<file path="config.mk">
export PLATFORM = sky130hd
export DESIGN_NAME = glbcc_walker
export DESIGN_NICKNAME = d
export VERILOG_FILES = /design/src/rtl/glbcc_pkg.sv /design/src/rtl/glbcc_walker.sv
export SDC_FILE = /design/constraint.sdc
export NUM_CORES = 1
export LEC_CHECK = 0
export ABC_AREA = 1
export BUFFER_PORTS_ARGS = -buffer_cell sky130_fd_sc_hd__buf_2
export CORE_MARGIN = 1
export CORE_UTILIZATION = 45
export CTS_BUF_LIST = sky130_fd_sc_hd__clkbuf_16
export DETAILED_ROUTE_END_ITERATION = 8
export PLACE_DENSITY = 0.69
export SETUP_SLACK_MARGIN = 0.02
export SLEW_MARGIN = 20
export SYNTH_ARGS = -nofsm -noshare
export SYNTH_HDL_FRONTEND = slang
export SYNTH_SLANG_ARGS = --single-unit
</file>
<file path="constraint.sdc">
create_clock -name aclk -period 16.6 [get_ports aclk]
set_clock_uncertainty 0.05 [all_clocks]
set_input_delay 3.32 -clock aclk [delete_from_list [all_inputs] [get_ports aclk]]
set_output_delay 3.32 -clock aclk [all_outputs]
set_load 0.1 [all_outputs]
</file>
<file path="src/rtl/glbcc_pkg.sv">
// Shared types and constants for the GLB container checker.
// Holds status codes, configuration indexes, reset values and the result record.
// No dependencies.
`timescale 1ns / 1ps

package glbcc_pkg;

    // Status reported on the last byte of an object
    typedef enum logic [2:0] {
        ST_OK          = 3'd0,
        ST_SHORT       = 3'd1,
        ST_BAD_MAGIC   = 3'd2,
        ST_VERSION     = 3'd3,
        ST_LEN_MISM    = 3'd4,
        ST_ALIGN       = 3'd5,
        ST_ORDER       = 3'd6,
        ST_UNSUPPORTED = 3'd7
    } status_t;

    // Configuration register indexes
    typedef enum logic [1:0] {
        CFG_VERSION = 2'd0,
        CFG_JSON    = 2'd1,
        CFG_BINARY  = 2'd2
    } cfg_idx_t;

    localparam logic [31:0] VERSION_RST     = 32'd2;
    localparam logic [31:0] JSON_TYPE_RST   = 32'h4E4F_534A;
    localparam logic [31:0] BINARY_TYPE_RST = 32'h004E_4942;

    localparam logic [31:0] HEADER_BYTES = 32'd12;
    localparam logic [31:0] COUNT_MAX    = 32'hFFFF_FFFF;

    typedef struct packed {
        logic [31:0] supported_version;
        logic [31:0] json_type_code;
        logic [31:0] binary_type_code;
    } cfg_t;

    typedef struct packed {
        logic        chunk_valid;
        logic [31:0] chunk_kind_word;
        logic [31:0] chunk_data_start;
        logic [31:0] chunk_size;
        logic        chunk_is_binary;
        logic        object_done;
        status_t     status_code;
    } result_t;

    // Expected magic "glTF", one byte per position
    function automatic logic [7:0] magic_byte(input logic [1:0] idx);
        logic [7:0] m;
        unique case (idx)
            2'd0: m = 8'h67;
            2'd1: m = 8'h6C;
            2'd2: m = 8'h54;
            default: m = 8'h46;
        endcase
        return m;
    endfunction

endpackage

</file>
<file path="src/rtl/glbcc_walker.sv">
// Header check and chunk walk: per-object state updated once per accepted byte.
// Produces the result record for that byte. Depends on glbcc_pkg.
`timescale 1ns / 1ps

module glbcc_walker
    import glbcc_pkg::*;
(
    input  logic       aclk,
    input  logic       aresetn,
    input  logic       in_fire,
    input  logic [7:0] data_byte,
    input  logic       last_byte,
    input  cfg_t       cfg,
    output logic       res_valid,
    output result_t    res
);

    typedef enum logic [1:0] {
        PH_HEADER = 2'd0,
        PH_DATA   = 2'd1,
        PH_STOP   = 2'd2
    } phase_t;

    logic [31:0] byte_count_reg,      byte_count_next;
    logic [1:0]  lane_reg,            lane_next;
    logic        magic_good_reg,      magic_good_next;
    logic [31:0] header_version_reg,  header_version_next;
    logic [31:0] declared_length_reg, declared_length_next;
    phase_t      phase_reg,           phase_next;
    logic [31:0] pending_length_reg,  pending_length_next;
    logic [31:0] remaining_data_reg,  remaining_data_next;
    logic        seen_json_reg,       seen_json_next;
    logic        seen_binary_reg,     seen_binary_next;
    status_t     latched_error_reg,   latched_error_next;
    logic [2:0]  hdr_index_reg,       hdr_index_next;
    logic [31:0] type_word_reg,       type_word_next;

    logic [31:0] lane_bits;
    logic [32:0] total;
    logic        walk_en;
    logic        cv;
    logic        is_bin;
    status_t     chunk_err;
    status_t     status;

    assign lane_bits = {24'd0, data_byte} << {lane_reg, 3'b000};
    assign total     = {1'b0, byte_count_reg} + 33'd1;

    assign walk_en = (byte_count_reg >= HEADER_BYTES) && magic_good_reg &&
                     (header_version_reg == cfg.supported_version) &&
                     (latched_error_reg == ST_OK) && (phase_reg != PH_STOP) &&
                     (byte_count_reg < declared_length_reg);

    // Advance header capture and chunk walk for one byte
    always_comb begin
        byte_count_next      = byte_count_reg;
        lane_next            = lane_reg + 2'd1;
        magic_good_next      = magic_good_reg;
        header_version_next  = header_version_reg;
        declared_length_next = declared_length_reg;
        phase_next           = phase_reg;
        pending_length_next  = pending_length_reg;
        remaining_data_next  = remaining_data_reg;
        seen_json_next       = seen_json_reg;
        seen_binary_next     = seen_binary_reg;
        latched_error_next   = latched_error_reg;
        hdr_index_next       = hdr_index_reg;
        type_word_next       = type_word_reg;
        cv                   = 1'b0;
        is_bin               = 1'b0;
        chunk_err            = ST_OK;

        if (byte_count_reg < 32'd4) begin
            if (data_byte != magic_byte(byte_count_reg[1:0])) begin
                magic_good_next = 1'b0;
            end
        end else if (byte_count_reg < 32'd8) begin
            header_version_next = header_version_reg | lane_bits;
        end else if (byte_count_reg < HEADER_BYTES) begin
            declared_length_next = declared_length_reg | lane_bits;
        end else if (walk_en) begin
            if (phase_reg == PH_DATA) begin
                remaining_data_next = remaining_data_reg - 32'd1;
                if (remaining_data_reg == 32'd1) begin
                    phase_next     = PH_HEADER;
                    hdr_index_next = 3'd0;
                end
            end else if (hdr_index_reg == 3'd0 &&
                         ({1'b0, byte_count_reg} + 33'd8) > {1'b0, declared_length_reg}) begin
                // chunk header would run past the declared end
                latched_error_next = ST_SHORT;
                phase_next         = PH_STOP;
            end else begin
                // collect length word, then type word
                if (hdr_index_reg == 3'd0) begin
                    pending_length_next = lane_bits;
                    type_word_next      = 32'd0;
                end else if (!hdr_index_reg[2]) begin
                    pending_length_next = pending_length_reg | lane_bits;
                end else begin
                    type_word_next = type_word_reg | lane_bits;
                end
                hdr_index_next = hdr_index_reg + 3'd1;

                if (hdr_index_reg == 3'd7) begin
                    if (pending_length_reg[1:0] != 2'b00) begin
                        chunk_err = ST_ALIGN;
                    end else if (({1'b0, byte_count_reg} + 33'd1 + {1'b0, pending_length_reg})
                                 > {1'b0, declared_length_reg}) begin
                        chunk_err = ST_SHORT;
                    end else if (!seen_json_reg) begin
                        if (type_word_next != cfg.json_type_code) begin
                            chunk_err = ST_ORDER;
                        end else begin
                            seen_json_next = 1'b1;
                        end
                    end else if (type_word_next == cfg.binary_type_code && !seen_binary_reg) begin
                        seen_binary_next = 1'b1;
                        is_bin           = 1'b1;
                    end else begin
                        chunk_err = ST_UNSUPPORTED;
                    end

                    if (chunk_err != ST_OK) begin
                        latched_error_next = chunk_err;
                        phase_next         = PH_STOP;
                    end else begin
                        cv = 1'b1;
                        if (pending_length_reg != 32'd0) begin
                            phase_next          = PH_DATA;
                            remaining_data_next = pending_length_reg;
                        end
                    end
                end
            end
        end

        if (byte_count_reg != COUNT_MAX) begin
            byte_count_next = byte_count_reg + 32'd1;
        end
    end

    // Final status in the order of checks, from the state after this byte
    always_comb begin
        priority if (byte_count_reg < 32'd11) begin
            status = ST_SHORT;
        end else if (!magic_good_next) begin
            status = ST_BAD_MAGIC;
        end else if (header_version_next != cfg.supported_version) begin
            status = ST_VERSION;
        end else if (total != {1'b0, declared_length_next}) begin
            status = ST_LEN_MISM;
        end else if (latched_error_next != ST_OK) begin
            status = latched_error_next;
        end else if (!seen_json_next) begin
            status = ST_ORDER;
        end else begin
            status = ST_OK;
        end
    end

    // Build the result record; unused fields read as zero
    always_comb begin
        res_valid            = cv || last_byte;
        res.chunk_valid      = cv;
        res.chunk_kind_word  = cv ? type_word_next : 32'd0;
        res.chunk_data_start = cv ? total[31:0] : 32'd0;
        res.chunk_size       = cv ? pending_length_reg : 32'd0;
        res.chunk_is_binary  = cv && is_bin;
        res.object_done      = last_byte;
        res.status_code      = last_byte ? status : ST_OK;
    end

    // Hold object state; clear on reset and after the last byte
    always_ff @(posedge aclk) begin
        if (!aresetn || (in_fire && last_byte)) begin
            byte_count_reg      <= 32'd0;
            lane_reg            <= 2'd0;
            magic_good_reg      <= 1'b1;
            header_version_reg  <= 32'd0;
            declared_length_reg <= 32'd0;
            phase_reg           <= PH_HEADER;
            pending_length_reg  <= 32'd0;
            remaining_data_reg  <= 32'd0;
            seen_json_reg       <= 1'b0;
            seen_binary_reg     <= 1'b0;
            latched_error_reg   <= ST_OK;
            hdr_index_reg       <= 3'd0;
            type_word_reg       <= 32'd0;
        end else if (in_fire) begin
            byte_count_reg      <= byte_count_next;
            lane_reg            <= lane_next;
            magic_good_reg      <= magic_good_next;
            header_version_reg  <= header_version_next;
            declared_length_reg <= declared_length_next;
            phase_reg           <= phase_next;
            pending_length_reg  <= pending_length_next;
            remaining_data_reg  <= remaining_data_next;
            seen_json_reg       <= seen_json_next;
            seen_binary_reg     <= seen_binary_next;
            latched_error_reg   <= latched_error_next;
            hdr_index_reg       <= hdr_index_next;
            type_word_reg       <= type_word_next;
        end
    end

`ifndef NO_ASSERTIONS
    a_data_nonzero: assert property (@(posedge aclk) disable iff (!aresetn)
        phase_reg == PH_DATA |-> remaining_data_reg != 32'd0)
        else $error("data phase with no bytes remaining");

    a_hdr_in_header: assert property (@(posedge aclk) disable iff (!aresetn)
        hdr_index_reg != 3'd0 |-> phase_reg == PH_HEADER)
        else $error("chunk header index outside header phase");

    a_bin_after_json: assert property (@(posedge aclk) disable iff (!aresetn)
        seen_binary_reg |-> seen_json_reg)
        else $error("binary chunk recorded without JSON chunk");

    a_err_stops: assert property (@(posedge aclk) disable iff (!aresetn)
        latched_error_reg != ST_OK |-> phase_reg == PH_STOP)
        else $error("chunk error latched but walk not stopped");
`endif

endmodule

</file>
## After elaboration in Yosys (flattened, before gate mapping)

Index checks and enable logic that the tools add are counted.

- Add/sub/neg operators: 7
- $mul: 0
- Div/mod/pow operators: 0
- Magnitude comparators: 8
- Eq/ne operators: 17
- Shift-type cells: 1
- Mux-type cells: 99
- Bitwise gates (word level): 11
- Reduce and logical (&&, ||, !) cells: 30

Operators by type and width:

| operator | number |
|---|---|
| 32-bit 2-to-1 mux | 29 |
| 32-bit bitwise OR | 4 |
| 32-bit by 4-bit less-than comparator with 1-bit output (second input constant) | 3 |
| 3-bit 2-to-1 mux | 30 |
| 33-bit by 32-bit > comparator with 1-bit output | 2 |
| 32-bit == test | 2 |
| 32-bit inequality test | 2 |
| 32-bit by 1-bit adder with 33-bit output (second input constant) | 1 |
| 32-bit by 4-bit adder with 33-bit output (second input constant) | 1 |
| 33-bit by 32-bit adder with 33-bit output | 1 |
| 33-bit by 32-bit inequality test with 1-bit output | 1 |
| 32-bit by 1-bit adder with 32-bit output (second input constant) | 1 |
| 32-bit by 1-bit == test with 1-bit output (second input constant) | 1 |
| 32-bit by 4-bit greater-or-equal comparator with 1-bit output (second input constant) | 1 |
| 32-bit by 3-bit less-than comparator with 1-bit output (second input constant) | 1 |
| 32-bit less-than comparator | 1 |
| 1-bit 2-to-1 mux | 32 |
| 32-bit inequality test (second input constant) | 1 |
| 32-bit nonzero test | 1 |
| 8-bit by 5-bit left shift with 32-bit output | 1 |
| 32-bit by 1-bit subtractor with 32-bit output (second input constant) | 1 |
| 6-bit one-hot mux with 3 select lines | 1 |
| 8-bit AND reduction | 2 |
| 2-bit 2-to-1 mux | 6 |
| other kinds (22) | 47 |

- Flip-flop bits (word level): 205
- Bits in latches: 0
- RAM bits: 0
- ROM bits: 0
- Word-level logic and storage cells: 186
- Memories kept: 0

## Depth between registers and ports, before layout

Gate-level depths: netlist of run 1.

- Depth in word-level cells: 39
- Mapped depth: 41
- Gate-level depth less buffers: 40

## Worst setup path before layout of run 1

OpenSTA, ideal clock, no wires.

- Path kind: input to output
- Start point: input port data_byte[2]
- End point: output port res[4] (netlist bit)
- Arrival: 6.982 ns
- Slack: 6.248 ns
- Stages on the path: 15
- Path buffers: 1
- Cells stage by stage: inv_1 > nor3_1 > nand2_1 > nand2_1 > xor2_1 > nor2_1 > nand3_1 > nor2_1 > nand3_1 > a21oi_2 > nand3_2 > nor2_1 > nand2_1 > buf_4 > nor3_1

RTL lines:

| item | line | RTL |
|---|---|---|
| start: declaration | glbcc_walker.sv:11 | `input logic [7:0] data_byte,` |
| end: declaration | glbcc_walker.sv:15 | `output result_t res` |

==> results of run 1 <==
==> where the power goes <==
group	internal [mW]	switching (mW)
logic	0.0767	0.169
clock network	0.312	0.253
registers	0.501	0.0145
==> Yosys cell counts (all sizes together) (14+ instances only) <==
master | n | area share
nand2 | 588 | 0.12
inv | 436 | 0.090
nor2 | 293 | 0.063
a21oi | 234 | 0.064
o21ai | 206 | 0.057
dfxtp | 205 | 0.22
ha | 142 | 0.097
nand3 | 134 | 0.038
xor2 | 115 | 0.055
clkbuf | 61 | 0.013
nor3 | 60 | 0.021
a31oi | 54 | 0.018
buf | 53 | 0.018
a211oi | 50 | 0.021
nand4 | 50 | 0.017
xnor2 | 49 | 0.023
o211ai | 36 | 0.015
nor4 | 33 | 0.011
o22ai | 19 | 0.0068
o21a | 14 | 0.0058
or2 | 14 | 0.0048
==> worst reg2reg max path, delay by kind of cell, from the launching register on <==
family          cells  cell delay, ps
flops               1             300
compound gates     11            2280
simple gates       19            2860
buf+inv             3            1050
fa+ha+maj           2             690
xor+xnor            1             160
==> final timing paths <==
kind / startpoint / endpoint / slack [ps] / cells past startpoint
max: byte_count_reg[2]$_SDFFE_PP0P_ / res[76] / 4890 / 36
min: remaining_data_reg[7]$_SDFFE_PP0P_ / remaining_data_reg[7]$_SDFFE_PP0P_ / 420 / 2
max reg2reg: byte_count_reg[2]$_SDFFE_PP0P_ / remaining_data_reg[27]$_SDFFE_PP0P_ / 9030 / 36
min reg2reg: remaining_data_reg[7]$_SDFFE_PP0P_ / remaining_data_reg[7]$_SDFFE_PP0P_ / 420 / 2
==> stage by stage <==
step / area [um^2] / power [mW] / hold WS, ps / util
final: 20400 / 1.33 / 415 / 0.512
after global routing: 20400 / 1.38 / 434 / 0.512
after CTS: 20400 / 1.33 / 418 / 0.512
after detailed placement: 19600 / 0.765 / 409 / 0.491
after global placement: 19600 / 0.763 / 396 / 0.491
after floorplan: 18300 / 0.677 / 384 / -
==> area by class of cell <==
cell class / count / area (um^2)
inverter: 438 / 1650
tap: 525 / 657
fill: 4090 / 19500
multi-input combinational: 2123 / 12000
sequential: 205 / 4100
clock inverter: 22 / 150
antenna: 1 / 2.50
clock buffer: 27 / 676
timing repair buffer: 228 / 1190
==> layer usage <==
metal / vias to the layer above / wire (um) / global-route usage
li1: 9807 / - / -
met1: 9183 / 29500 / 0.427
met2: 927 / 32600 / 0.567
met3: 190 / 6210 / 0.0639
met4: 6 / 3720 / 0.159
met5: - / 42 / 0.00714
==> kinds of logic (layout without fill, tap and decap cells) <==
group	count (synthesis)	after routing	synth area share
compound gates	635	635	0.198
xor+xnor	164	164	0.0786
fa+ha+maj	143	143	0.0983
buf+inv	552	715	0.121
flops	205	205	0.225
other cells	1	3	0.000205
simple gates	1179	1179	0.279
==> cell usage in the layout (no fill, tap or decap), types with 50 or more instances in the layout <==
cell type,n
nand3_1,130
o21ai_1,50
ha_1,142
a21oi_1,233
a31oi_1,54
buf_2,208
nand4_1,50
xor2_1,115
nor2_1,281
o21ai_0,152
nand2_1,582
inv_1,426
dfxtp_1,205
==> results.txt, run 1 <==
Synth Area per Inst: 6.35 um^2
Critical-path top delay cell: inv_1
Initial DRC count: 1831
Post-cts sizing count: 0
Vias in the first global route: 18800
DRC viols: 0
First-pass GRT wire length: 109000 um
Number of buffers created by CTS: 27
RSZ-0062 raised after global routing: no
Main flop type after synthesis: dfxtp_1
Post-CTS setup buffer count: 0
Area growth, synth to finish: 11.8%
Worst-path fanout max: 97
Chip Height: 204 um
Worst Path Arrival: 8340 ps
CP required: 13230 ps
Port bufs: 208
Worst-Margin Slew: 1100 ps
Row count: 73
# IOs: 211
CP startpoint kind: flip-flop
Highest clock rate: 85.4 MHz
Synthesized cell area: 18300 um^2
Initial core utilization: 0.458
GP Congestion: 0.984
Final hold vios: 0
Post-DR vias/cell: 5.64
Largest net degree at the start of global routing: 98
Clock Path Buffers: 3
Buf/Inv on CP: 4
Worst rel slew slack: 0.262
Hold Path Class: flip-flop to flip-flop
Worst setup EP type: output port
H-Tree Depth: 1
Worst skew pair latency: 590 ps
Most used cell, CP: nand2_1
# setup viols final: 0
PwrDens: 64.9 nW/um^2
Yosys cell types: 55
#FFs+latches synth: 205
Sequential-to-total area share from yosys stat: 0.225
Mapped Cells: 2879
Max_cap viols: 0
Final non-filler cell total: 3569
Final ANT Viol Nets: 0
Crit path kind: flip-flop to output port
Post-synth ARST share: 0
Global route overflow: 0
DP Cell Count: 3519
TritonCTS clock tree: built
VDD IR max: 0.0704 mV
Die footprint: 41400 um^2
GRT Overall Usage: 0.342
Nets: 3274
Clk sinks: 205
DP Wirelength: 55500 um
Core area: 39900 um^2
Status: completed
Die W: 204 um
Crit path largest cell delay: 600 ps
Wirelength, routed: 72000 um
Final cycle utilization of the critical path: 0.705
Clock root buffer: clkbuf_16
Routed WL per cell: 20.2 um
Syn. warnings: 0
Reg clk slew, reported paths: 60 ps
Post-Place Worst Slack: 5490 ps
EDFF count, synth: 0
Post-route setup TNS: 0 ps
Leakage: 9.69 nW
Clock period minus worst slack: 11710 ps
Post-CTS Hold Buffers: 0
Final WS setup: 4890 ps
Pins Over Slew Limit: 0
Routed vias: 20100
Ratio of cells with drive above 1 in the final layout: 0.111
Initial antenna violation count: 3
Pre-Repair DR Iteration Count: 6
CP top delay family: simple AND/OR/NAND/NOR gates
Power figures use the tool's default switching activity.
==> run 2: changes to the inputs <==
==> constraint.sdc (replaced) <==
create_clock -name aclk -period 10.9 [get_ports aclk]
set_clock_uncertainty 0.05 [all_clocks]
set_input_delay 2.18 -clock aclk [delete_from_list [all_inputs] [get_ports aclk]]
set_output_delay 2.18 -clock aclk [all_outputs]
set_load 0.1 [all_outputs]
==> results.txt, run 2 (same netlist as run 1, synthesis figures left out) <==
Fill cell count: 4106
Worst-Margin Slew: 1140 ps
Number of buffers created by CTS: 27
Reg clk slew, reported paths: 60 ps
Commonest cells after routing, fill and taps aside: 581 x nand2_1, 426 x inv_1, 281 x nor2_1, 233 x a21oi_1, 206 x buf_2
First-pass GRT wire length: 110000 um
Routed vias: 20500
Max_cap viols: 0
RSZ-0062 raised after global routing: no
Vias in the first global route: 19000
GP Congestion: 0.989
Die footprint: 41400 um^2
Largest net degree at the start of global routing: 87
R2R Path End: phase_reg[0]$_SDFFE_PP0P_
Initial DRC count: 1913
H-Tree Depth: 1
Highest clock rate: 96.9 MHz
Clk sinks: 205
Initial antenna violation count: 1
Worst Path Arrival: 8090 ps
Nets: 3279
Clock period minus worst slack: 10320 ps
CP required: 8670 ps
Clock Path Buffers: 3
Ratio of cells with drive above 1 in the final layout: 0.113
Hold EP: remaining_data_reg[7]$_SDFFE_PP0P_
Final ANT Viol Nets: 0
Worst skew pair latency: 590 ps
ANT cells: 0
DP Wirelength: 55800 um
Worst rel slew slack: 0.235
Worst setup EP type: output port
Pre-Repair DR Iteration Count: 6
Area growth, synth to finish: 12.2%
Post-DP Area: 19600 um^2
Worst R2R Setup Slack: 3420 ps
Critical-path top delay cell: dfxtp_1
Clock root buffer: clkbuf_16
# setup viols final: 0
TritonCTS clock tree: built
Wirelength, routed: 72500 um
Post-DR vias/cell: 5.73
Global route overflow: 0
Worst-path fanout max: 56
Status: completed
Design area: 20500 um^2
Leakage: 9.74 nW
VDD IR max: 0.110 mV
Core area: 39900 um^2
Initial core utilization: 0.458
Pins Over Slew Limit: 0
Routed WL per cell: 20.3 um
Crit path kind: flip-flop to output port
Hold Path Class: flip-flop to flip-flop
CP startpoint kind: flip-flop
Crit path largest cell delay: 500 ps
DRC viols: 0
# IOs: 211
GRT Overall Usage: 0.345
Final cycle utilization of the critical path: 0.946
R2r worst-path depth: 39
Worst reg2reg startpoint: byte_count_reg[0]$_SDFFE_PP0P_
Chip Height: 204 um
Most common cell after layout, fill and taps aside: nand2_1
Port bufs: 208
Hold path depth: 2
Final hold vios: 0
Most used cell, CP: nand2_1
Post-CTS Hold Buffers: 0
PwrDens: 99.6 nW/um^2
Row count: 73
Die W: 204 um
HP Start: remaining_data_reg[7]$_SDFFE_PP0P_
Post-route setup TNS: 0 ps
==> run 2: cell types whose count changed in the layout (fill, tap and decap cells not counted), moves of 2 or more <==
cell,change
clkinv_1,-2
clkbuf_4,+2
buf_2,-2
clkinvlp_4,-3
buf_4,+4
clkinv_2,+3
==> run 2: layout make-up <==
cell class / count / area [um^2] / share of cell area
Multi-Input combinational cell: 2123 / 12000 / 0.586
Sequential cell: 205 / 4100 / 0.200
Inverter: 438 / 1650 / 0.0804
Timing Repair Buffer: 233 / 1250 / 0.0608
Clock buffer: 27 / 676 / 0.0329
Tap cell: 525 / 657 / 0.0320
Clock inverter: 21 / 161 / 0.00787
==> run 2: critical path: cells and delay by family (launching register included) <==
family,cells,cell delay (ps)
AOI/OAI and AO/OA,10,2120
adders and majority gates,2,630
buffers and inverters,7,1530
DFF,1,500
xor gates and xnor gates,2,550
and+or+nand+nor,17,2050
==> run 2: per-layer routing <==
metal / wire length [um] / global-route usage / vias to the layer above
met4: 4220 / 0.182 / 0
met3: 5790 / 0.0524 / 213
met1: 29800 / 0.437 / 9501
met2: 32700 / 0.566 / 940
met5: 0 / 0 / -
li1: - / - / 9800
==> run 2: what timing repair did <==
item                       4_1_cts  5_1_grt
setup endpoints to repair        0       45
hold endpoints to repair         0        0
resized for setup                0        5
buffers inserted                 0        1
==> run 2: worst max path at each step <==
stage / start / to / cells past startpoint / slack (ps)
final: byte_count_reg[0]$_SDFFE_PP0P_ / res[12] / 38 / 580
after global routing: byte_count_reg[0]$_SDFFE_PP0P_ / res[16] / 38 / 10
after CTS: byte_count_reg[0]$_SDFFE_PP0P_ / res[101] / 37 / 450
after detailed placement: byte_count_reg[0]$_SDFFE_PP0P_ / res[101] / 37 / 1070
after global placement: byte_count_reg[0]$_SDFFE_PP0P_ / res[101] / 37 / 1320
after floorplan: byte_count_reg[0]$_SDFFE_PP0P_ / res[4] / 38 / 1720
==> run 2: stage by stage <==
step	hold WS, ps	instances	setup slack, ps	total power, mW	util
global route	444	3572	11.4	2.12	0.514
global placement	399	3522	1320	1.16	0.491
floorplan	384	2880	1720	1.03	-
detailed placement	408	3523	1070	1.16	0.492
finish	414	3572	584	2.04	0.514
CTS	416	3571	446	2.04	0.513
==> run 2: where the power goes <==
part | switching (mW) | internal, mW | total [mW]
clock network | 0.388 | 0.497 | 0.884
logic | 0.255 | 0.118 | 0.374
registers | 0.0212 | 0.763 | 0.784
==> run 3: changes to the inputs <==
--- a/config.mk
+++ b/config.mk
@@ -5,7 +5,6 @@
 export SDC_FILE = /design/constraint.sdc
 export NUM_CORES = 1
 export LEC_CHECK = 0
-export ABC_AREA = 1
 export BUFFER_PORTS_ARGS = -buffer_cell sky130_fd_sc_hd__buf_2
 export CORE_MARGIN = 1
 export CORE_UTILIZATION = 45
==> results.txt, run 3 <==
#FFs+latches synth: 205
# setup viols final: 0
Crit path largest cell delay: 540 ps
Clock period minus worst slack: 10670 ps
Initial DRC count: 2401
PwrDens: 83.8 nW/um^2
Post-route setup TNS: 0 ps
Final hold vios: 0
Main flop type after synthesis: dfxtp_1
Die W: 204 um
Reg clk slew, reported paths: 60 ps
Post-synth ARST share: 0
WL met1: 32500 um
Hold Path Class: flip-flop to flip-flop
Final ANT Viol Nets: 0
Most common cell in the netlist: nand2_1
Most used cell, CP: ha_1
VDD IR max: 0.106 mV
Critical-path top delay cell: or4_1
Synth Area per Inst: 7.21 um^2
Worst setup EP type: output port
DRC viols: 0
Hold Worst Slack: 404 ps
Power share of the combinational group: 0.112
Post-DP Area: 21300 um^2
Row count: 73
Design area: 22300 um^2
Yosys cell types: 83
Number of buffers created by CTS: 26
Routed vias: 20300
Leakage: 8.83 nW
Sequential-to-total area share from yosys stat: 0.223
Clk sinks: 205
Crit path kind: flip-flop to output port
Initial antenna violation count: 0
Pins Over Slew Limit: 0
Worst-Margin Slew: 1080 ps
TritonCTS clock tree: built
Status: completed
Pre-Repair DR Iteration Count: 6
DP Wirelength: 58600 um
DP Cell Count: 3173
Post-Place Worst Slack: 595 ps
Switching Fraction: 0.278
Clock Path Buffers: 3
Final non-filler cell total: 3222
Largest net degree at the start of global routing: 89
DR WL met3: 7880 um
Sequential power share: 0.404
First-pass GRT wire length: 115000 um
Global route overflow: 0
Syn. warnings: 0
Finished Core Util: 0.556
Clock root buffer: clkbuf_16
Commonest cells after routing, fill and taps aside: 262 x nand2_1, 249 x a21oi_1, 240 x nor2_1, 202 x dfxtp_1, 142 x ha_1
Worst Path Arrival: 8440 ps
Post-synth top area share: 0.223
Port bufs: 208
Most common cell after layout, fill and taps aside: nand2_1
Core area: 40000 um^2
Clock power frac: 0.484
Internal Pwr Total: 1.35 mW
Top cells by area, synth: dfxtp_1 22%, ha_1 9.7%, a21oi_1 6.8%, nand2_1 5.4%, xnor2_1 5.2%
H-Tree Depth: 1
Multi-input logic area: 13300 um^2
Worst-path fanout max: 12
Initial core utilization: 0.460
Area growth, synth to finish: 20.9%
Cell taking the most area after synthesis: dfxtp_1
Worst skew pair latency: 550 ps
Vias in the first global route: 18700
EDFF count, synth: 0
# IOs: 211
Post-DR vias/cell: 6.31
CP required: 8670 ps
Final cycle utilization of the critical path: 0.979
CP startpoint kind: flip-flop
Die footprint: 41700 um^2
Max_cap viols: 0
Nets: 2927
Chip Height: 204 um
Wire length on met2: 33500 um
GP Congestion: 1.01
Highest clock rate: 93.7 MHz
Ratio of cells with drive above 1 in the final layout: 0.133
Fill cell count: 3776
Routed WL per cell: 24.0 um
RSZ-0062 raised after global routing: no
GRT Overall Usage: 0.361
Worst rel slew slack: 0.274
Register area: 4110 um^2
Sw Pwr: 519 uW
Total power: 1.86 mW
Synthesized cell area: 18400 um^2
Highest metal used: met4
Wirelength, routed: 77400 um
Post-CTS setup buffer count: 0
Final WS setup: 225 ps
Mapped Cells: 2553
Most frequent cells after synthesis: 263 x nand2_1, 249 x a21oi_1, 243 x nor2_1
-- run 3: cell types whose count changed after synthesis, moves of 49 or more --
cell,change
and2_1,+49
clkbuf_1,+54
inv_1,-305
nand2_1,-322
nand2b_1,+76
nand3_1,-63
o21ai_0,-81
o21ai_1,-49
or3_1,+62
xnor2_1,+60
-- run 3: worst max-delay path: cells and delay by family (launching register included) --
family | cells | cell delay (ps)
AOI/OAI and AO/OA | 11 | 2180
xor gates and xnor gates | 2 | 570
adders and majority gates | 3 | 1080
buffers and inverters | 4 | 870
DFF | 1 | 500
and+or+nand+nor | 9 | 2670
-- run 3: cell type report --
cell class	count	area share
antenna	1	0.000112
clock buffer	26	0.0292
clock inverter	22	0.0103
inverter	118	0.0200
multi-input combinational	2068	0.598
sequential	205	0.185
tap	525	0.0295
timing repair buffer	257	0.128
-- run 3: worst paths after layout --
path / cells after the start / slack (ps) / endpoint / startpoint
worst max-delay path: 29 / 230 / res[95] / byte_count_reg[1]$_SDFFE_PP0P_
worst min-delay path: 2 / 400 / type_word_reg[22]$_SDFFE_PP0P_ / type_word_reg[22]$_SDFFE_PP0P_
worst max register to register: 29 / 2870 / remaining_data_reg[3]$_SDFFE_PP0P_ / byte_count_reg[1]$_SDFFE_PP0P_
worst min register to register: 2 / 400 / type_word_reg[22]$_SDFFE_PP0P_ / type_word_reg[22]$_SDFFE_PP0P_
-- run 3: layer usage --
layer | GRT usage | vias to the layer above
met5 | 0 | -
met2 | 0.554 | 1126
met1 | 0.498 | 9657
li1 | - | 9375
met3 | 0.0580 | 181
met4 | 0.149 | 0
-- run 3: cell families after synthesis --
kind of cell / share of synthesized area
AOI/OAI and AO/OA: 0.194
DFF: 0.223
muxes: 0.00285
and+or+nand+nor: 0.326
adders and majority gates: 0.0976
buffers and inverters: 0.0610
xor gates and xnor gates: 0.0946
other: 0.000204
-- run 3: power groups by stage --
| stage | Sequential [mW] | Combinational, mW | Clock, mW |
|---|---|---|---|
| 3_5_place_dp | 0.770 | 0.200 | 0 |
| 6_report | 0.754 | 0.209 | 0.903 |
| 3_3_place_gp | 0.770 | 0.200 | 0 |
| 5_1_grt | 0.754 | 0.216 | 0.937 |
| 4_1_cts | 0.754 | 0.201 | 0.908 |
| 2_1_floorplan | 0.768 | 0.111 | 0 |
-- run 3: what timing repair did --
item / 4_1_cts / 5_1_grt
gates resized for setup: 1 / 18
hold buffers: 0 / 0
setup endpoints to repair: 1 / 99
